[src/rtl/rgbhsv_pkg.sv]
`timescale 1ns / 1ps

package rgbhsv_pkg;

  localparam int unsigned CH_W   = 8;
  localparam int unsigned QW     = 16;
  localparam int unsigned HDEN_W = 11;
  localparam int unsigned SDEN_W = CH_W;

  typedef struct packed {
    logic [HDEN_W-1:0] hrem;
    logic [HDEN_W-1:0] hden;
    logic [QW-1:0]     hq;
    logic [SDEN_W-1:0] srem;
    logic [SDEN_W-1:0] sden;
    logic [QW-1:0]     sq;
    logic [CH_W-1:0]   bright;
    logic              grey;
    logic              sat_full;
  } stage_t;

endpackage

[src/rtl/rgbhsv_prep.sv]
`timescale 1ns / 1ps

module rgbhsv_prep (
  input  logic                           clk,
  input  logic                           rst_n,
  input  logic                           in_valid,
  input  logic [rgbhsv_pkg::CH_W-1:0]    in_red,
  input  logic [rgbhsv_pkg::CH_W-1:0]    in_green,
  input  logic [rgbhsv_pkg::CH_W-1:0]    in_blue,
  output logic                           out_valid,
  output rgbhsv_pkg::stage_t             out_stage
);

  logic                         valid_r;
  rgbhsv_pkg::stage_t           stage_r;
  rgbhsv_pkg::stage_t           stage_nxt;
  logic [rgbhsv_pkg::CH_W-1:0]  mx;
  logic [rgbhsv_pkg::CH_W-1:0]  mn;
  logic [rgbhsv_pkg::CH_W-1:0]  d;
  logic [11:0]                  d12;
  logic [11:0]                  den12;
  logic [11:0]                  num12;
  logic [11:0]                  r12;
  logic [11:0]                  g12;
  logic [11:0]                  b12;

  always_comb begin
    mx = in_red;
    if (in_green > mx) mx = in_green;
    if (in_blue > mx) mx = in_blue;
    mn = in_red;
    if (in_green < mn) mn = in_green;
    if (in_blue < mn) mn = in_blue;
    d     = mx - mn;
    d12   = 12'(d);
    r12   = 12'(in_red);
    g12   = 12'(in_green);
    b12   = 12'(in_blue);
    den12 = (d12 << 2) + (d12 << 1);
    // red-max with green below blue: hue = floor(65536*(6d-(b-g))/6d)
    priority if (mx == in_red) begin
      if (in_green >= in_blue) num12 = g12 - b12;
      else num12 = den12 - b12 + g12;
    end else if (mx == in_green) begin
      num12 = (d12 << 1) + b12 - r12;
    end else begin
      num12 = (d12 << 2) + r12 - g12;
    end
    stage_nxt.hrem     = num12[rgbhsv_pkg::HDEN_W-1:0];
    stage_nxt.hden     = den12[rgbhsv_pkg::HDEN_W-1:0];
    stage_nxt.hq       = '0;
    stage_nxt.sat_full = (d == mx);
    stage_nxt.srem     = (d == mx) ? '0 : d;
    stage_nxt.sden     = mx;
    stage_nxt.sq       = '0;
    stage_nxt.bright   = mx;
    stage_nxt.grey     = (d == '0);
  end

  always_ff @(posedge clk) begin
    if (!rst_n) begin
      valid_r <= 1'b0;
    end else begin
      valid_r <= in_valid;
    end
  end

  always_ff @(posedge clk) begin
    stage_r <= stage_nxt;
  end

  assign out_valid = valid_r;
  assign out_stage = stage_r;

endmodule

[src/rtl/rgbhsv_cell.sv]
`timescale 1ns / 1ps

module rgbhsv_cell (
  input  logic               clk,
  input  logic               rst_n,
  input  logic               in_valid,
  input  rgbhsv_pkg::stage_t in_stage,
  output logic               out_valid,
  output rgbhsv_pkg::stage_t out_stage
);

  logic                            valid_r;
  rgbhsv_pkg::stage_t              stage_r;
  rgbhsv_pkg::stage_t              stage_nxt;
  logic [rgbhsv_pkg::HDEN_W:0]     h2;
  logic [rgbhsv_pkg::SDEN_W:0]     s2;
  logic [rgbhsv_pkg::HDEN_W:0]     hdiff;
  logic [rgbhsv_pkg::SDEN_W:0]     sdiff;
  logic                            hge;
  logic                            sge;

  // one restoring step for each divider lane
  always_comb begin
    stage_nxt = in_stage;
    h2    = {in_stage.hrem, 1'b0};
    s2    = {in_stage.srem, 1'b0};
    hdiff = h2 - {1'b0, in_stage.hden};
    sdiff = s2 - {1'b0, in_stage.sden};
    hge   = (h2 >= {1'b0, in_stage.hden});
    sge   = (s2 >= {1'b0, in_stage.sden});
    stage_nxt.hrem = hge ? hdiff[rgbhsv_pkg::HDEN_W-1:0]
                         : h2[rgbhsv_pkg::HDEN_W-1:0];
    stage_nxt.srem = sge ? sdiff[rgbhsv_pkg::SDEN_W-1:0]
                         : s2[rgbhsv_pkg::SDEN_W-1:0];
    stage_nxt.hq = {in_stage.hq[rgbhsv_pkg::QW-2:0], hge};
    stage_nxt.sq = {in_stage.sq[rgbhsv_pkg::QW-2:0], sge};
  end

  always_ff @(posedge clk) begin
    if (!rst_n) begin
      valid_r <= 1'b0;
    end else begin
      valid_r <= in_valid;
    end
  end

  always_ff @(posedge clk) begin
    stage_r <= stage_nxt;
  end

  assign out_valid = valid_r;
  assign out_stage = stage_r;

endmodule

[src/rtl/rgb_to_hsv_pixel_core.sv]
`timescale 1ns / 1ps

// RGB to HSV pixel converter. A transaction is taken whenever start is high;
// busy is always low, so one pixel may enter every clock. Each result passes
// one setup stage plus a row of 16 divider cells (one quotient bit of hue and
// saturation per cell), each registered, and is marked on the outputs by a
// one-cycle out_valid strobe. The receiver cannot stall the output; results
// must be captured in the cycle out_valid is high.

module rgb_to_hsv_pixel_core (
  input  logic                            clk,
  input  logic                            rst_n,
  input  logic                            start,
  output logic                            busy,
  input  logic [rgbhsv_pkg::CH_W-1:0]     in_red,
  input  logic [rgbhsv_pkg::CH_W-1:0]     in_green,
  input  logic [rgbhsv_pkg::CH_W-1:0]     in_blue,
  output logic                            out_valid,
  output logic [rgbhsv_pkg::QW-1:0]       out_hue,
  output logic [rgbhsv_pkg::QW-1:0]       out_saturation,
  output logic [rgbhsv_pkg::CH_W-1:0]     out_brightness
);

  logic               vld [0:rgbhsv_pkg::QW];
  rgbhsv_pkg::stage_t stg [0:rgbhsv_pkg::QW];
  rgbhsv_pkg::stage_t last;

  assign busy = 1'b0;

  rgbhsv_prep u_prep (
    .clk       (clk),
    .rst_n     (rst_n),
    .in_valid  (start),
    .in_red    (in_red),
    .in_green  (in_green),
    .in_blue   (in_blue),
    .out_valid (vld[0]),
    .out_stage (stg[0])
  );

  for (genvar i = 0; i < rgbhsv_pkg::QW; i++) begin : g_cell
    rgbhsv_cell u_cell (
      .clk       (clk),
      .rst_n     (rst_n),
      .in_valid  (vld[i]),
      .in_stage  (stg[i]),
      .out_valid (vld[i+1]),
      .out_stage (stg[i+1])
    );
  end

  assign last      = stg[rgbhsv_pkg::QW];
  assign out_valid = vld[rgbhsv_pkg::QW];

  always_comb begin
    out_hue        = last.grey ? '0 : last.hq;
    out_brightness = last.bright;
    priority if (last.bright == '0) begin
      out_saturation = '0;
    end else if (last.sat_full) begin
      out_saturation = '1;
    end else begin
      out_saturation = last.sq;
    end
  end

endmodule

[config.mk]
export PLATFORM = sky130hd
export DESIGN_NAME = rgb_to_hsv_pixel_core
export DESIGN_NICKNAME = d
export VERILOG_FILES = /design/src/rtl/rgbhsv_pkg.sv /design/src/rtl/rgbhsv_prep.sv /design/src/rtl/rgbhsv_cell.sv /design/src/rtl/rgb_to_hsv_pixel_core.sv
export SDC_FILE = /design/constraint.sdc
export NUM_CORES = 2
export LEC_CHECK = 0
export ABC_AREA = 1
export BUFFER_PORTS_ARGS = -buffer_cell sky130_fd_sc_hd__buf_4
export CORE_MARGIN = 3
export CORE_UTILIZATION = 30
export CTS_BUF_LIST = sky130_fd_sc_hd__clkbuf_16
export DETAILED_ROUTE_END_ITERATION = 6
export GPL_ROUTABILITY_DRIVEN = 1
export SYNTH_ARGS = -nofsm -noshare
export SYNTH_HDL_FRONTEND = slang
export SYNTH_SLANG_ARGS = --single-unit
[constraint.sdc]
create_clock -name clk -period 10.46 [get_ports clk]
set_clock_uncertainty 0.05 [all_clocks]
set_input_delay 2.092 -clock clk [delete_from_list [all_inputs] [get_ports clk]]
set_output_delay 2.092 -clock clk [all_outputs]
set_load 0.02 [all_outputs]
==> metrics.md <==
| Metric | Value |
|---|---|
| Max-Cap Viols | `0` |
| Status | `finished clean` |
| Max transition margin | `35.5%` |
| Post-CTS Repair Setup Buffers | `0` |
| Initial antenna violation count | `0` |
| Max Fanout on Critical Path | `21` |
| Critical Path Most Common Cell | `sky130_fd_sc_hd__inv_1` |
| Post-synthesis instance area | `36,700 um^2` |
| Post-route DRC | `0` |
| Largest stage delay on the critical path | `0.58 ns` |
| Slowest cell on crit path | `sky130_fd_sc_hd__fa_1` |
| Overall routed net length | `66,100 um` |
| Synth Register Bits | `908` |
| Total via count after detailed routing | `24,600` |
| Placement row count | `127` |
| Critical path arrival | `9.72 ns` |
| Max-slew violations | `0` |
| Cell chosen for the clock root | `sky130_fd_sc_hd__clkbuf_16` |
| Setup_tns | `0 ns` |
| Maximum clock frequency | `0.109 GHz` |
| Final min period | `9.21 ns` |
| Hold buffers post-CTS | `0` |
| Number of flops mapped to enable cells by yosys | `0` |
| Total of endpoints with negative setup slack in the final report | `0` |
| Max H-tree Level | `3` |
| Area Growth Syn to Fin | `14.9%` |
| RSZ-0062 raised after global routing | `false` |
| Total I/O pin count | `69` |
| DRC violation total after the first TritonRoute iteration | `1,007` |
| Final period util | `88.0%` |
| Count of TritonRoute iterations in the first routing pass | `5` |
| Crit path required time | `10.97 ns` |
| Insertion delay to the later sink of the worst-skew pair | `0.64 ns` |
| Drt via density | `4.23` |
| Most instantiated flip-flop cell in the synthesis netlist | `sky130_fd_sc_hd__dfxtp_1` |
| Final Net Count | `4,562` |
| Yosys warning total | `0` |
| Total clock sinks | `908` |
| Final hold violations | `0` |
| Final global-route overflow total | `0` |
| Global-route wire length before repair | `113,000 um` |
| Portion of the post-synthesis area used by sequential elements | `49.5%` |
| Chip height | `356 um` |
| Average cell area after synthesis | `9.16 um^2` |
| Die Outline Area | `127,000 um^2` |
| Kind of critical path | `in -> reg` |
| Slew at the pin closest to its max-slew limit | `0.963 ns` |
| Largest net degree at the start of global routing | `22` |
| Share of layout cells above drive strength 1 | `6.44%` |
| Total inserted antenna cells | `0` |
| Crit path launch type | `input pin` |
| Inserted Clock Buffers | `96` |
| Longest Clk Path Bufs | `3` |
| Vias in the first global route | `25,400` |
| Floorplan Core Area | `121,000 um^2` |
| Type of element capturing the critical path | `register` |
| Die width | `356 um` |
| Min-delay worst type | `reg -> reg` |
| Starting Density | `30.4%` |
| RePlAce Congestion | `0.892` |
| Overall global routing resource usage | `10.6%` |
| Clock-pin slew of the registers on the worst-case setup and hold paths | `0.06 ns` |
| Count of buffers inserted at the top-level ports | `67` |
| Share of synthesized registers carrying an async set or reset | `0%` |
| Post-DP HPWL | `51,900 um` |
| Residual antenna-violating net count after detailed routing | `0` |
| Number of instances resized during post-cts repair | `0` |
| Count of cell types in the netlist | `53` |
| Synthesized instance count | `4,007` |
| CTS tree | `built` |
| Total nets after synthesis | `4,451` |
| Detailed-route wire length per cell | `11.4 um` |
==> logic make-up (layout without fill, tap and decap cells) <==
logic type	after synthesis	after routing	synth area share (%)
and+or+nand+nor	1079	1079	12.4
AOI/OAI and AO/OA	680	680	10.1
DFF	908	908	49.5
xor gates and xnor gates	226	226	5.46
buffers and inverters	696	884	7.26
adders and majority gates	417	417	15.2
other	1	1	0.0102
==> through the flow <==
| stage | util (%) | cells | hold WS [ns] | instance area (um^2) | worst slack, ns |
|---|---|---|---|---|---|
| final | 34.9 | 5807 | 0.263 | 42200 | 1.25 |
| after global routing | 34.9 | 5807 | 0.267 | 42200 | 0.450 |
| after CTS | 34.9 | 5807 | 0.266 | 42200 | 1.32 |
| after detailed placement | 32.3 | 5632 | 0.262 | 39000 | 0.652 |
| after global placement | 32.3 | 5632 | 0.260 | 39000 | 0.745 |
| after floorplan | - | 4007 | 0.260 | 36700 | 1.71 |
==> registers in the layout, indices dropped and copies added (netlist names) <==
| signal | flops |
|---|---|
| g_cell.u_cell.out_stage | 852 |
| u_prep.out_stage | 39 |
| u_prep.out_valid | 1 |
| g_cell.u_cell.out_valid | 16 |
==> routing by layer <==
metal | global-route usage [%] | vias to the layer above | part of all wire [%] | wire [um]
li1 | - | 13100 | - | -
met3 | 1.85 | 163 | 3.5 | 2290
met1 | 11.3 | 11000 | 42 | 27600
met5 | 0 | - | 0 | 0
met2 | 20.2 | 342 | 51 | 33500
met4 | 4.79 | 0 | 4.1 | 2730
==> cell usage after synthesis (all sizes together), types with 14 or more instances <==
library cell	number	area (um^2)
dfxtp	908	18200
inv	632	2370
nand2	534	2100
ha	367	4590
o21ai	338	1720
nor2	337	1290
a21oi	234	1180
xor2	155	1370
nand3	106	573
xnor2	71	641
fa	50	1000
clkbuf	43	161
nor3	43	215
nand4	28	188
o21bai	21	158
o31ai	20	150
a211oi	14	105
a31oi	14	87.6
buf	14	105
==> worst max-delay path: cells and delay by family <==
kind,cells,cell delay [ns]
adder cells (fa/ha/maj),8,2.87
XOR/XNOR,2,0.36
buffers and inverters,10,0.90
AO/OA/AOI/OAI,7,1.41
AND/OR/NAND/NOR,18,2.06
==> final timing paths <==
path | startpoint | end | slack (ns) | depth (start not counted)
setup / recovery | in_red[1] | u_prep.out_stage[78] | 1.25 | 45
hold / removal | g_cell[7].u_cell.out_stage[0] | g_cell[8].u_cell.out_stage[0] | 0.26 | 0
setup reg to reg | g_cell[10].u_cell.out_stage[61] | g_cell[11].u_cell.out_stage[78] | 7.48 | 17
hold reg to reg | g_cell[7].u_cell.out_stage[0] | g_cell[8].u_cell.out_stage[0] | 0.26 | 0
==> final cells by class <==
class	count	area (um^2)
fill	12200	78600
clock inverter	78	753
tap	1612	2020
clock buffer	97	2430
multi-input combinational	2403	15900
sequential	908	18200
timing repair buffer	70	526
inverter	639	2400
==> layout by cell type, fill, tap and decap left out, types with 14 or more instances in the layout <==
cell type and n:
sky130_fd_sc_hd__clkinv_2 16, sky130_fd_sc_hd__a21oi_1 232, sky130_fd_sc_hd__o21ai_0 326, sky130_fd_sc_hd__buf_4 70, sky130_fd_sc_hd__o21bai_1 21, sky130_fd_sc_hd__o31ai_1 20
sky130_fd_sc_hd__nor3_1 43, sky130_fd_sc_hd__fa_1 50, sky130_fd_sc_hd__inv_1 645, sky130_fd_sc_hd__clkbuf_16 97, sky130_fd_sc_hd__nand3_1 99, sky130_fd_sc_hd__nand4_1 26
sky130_fd_sc_hd__a31oi_1 14, sky130_fd_sc_hd__xnor2_1 70, sky130_fd_sc_hd__dfxtp_1 908, sky130_fd_sc_hd__clkinv_1 24, sky130_fd_sc_hd__a211oi_1 14, sky130_fd_sc_hd__xor2_1 154
sky130_fd_sc_hd__nor2_1 332, sky130_fd_sc_hd__nand2_1 506, sky130_fd_sc_hd__ha_1 367, sky130_fd_sc_hd__nand2_2 22
Power is not shown: default switching activity piles up to over one toggle a cycle in this logic, so the estimate is an artifact.
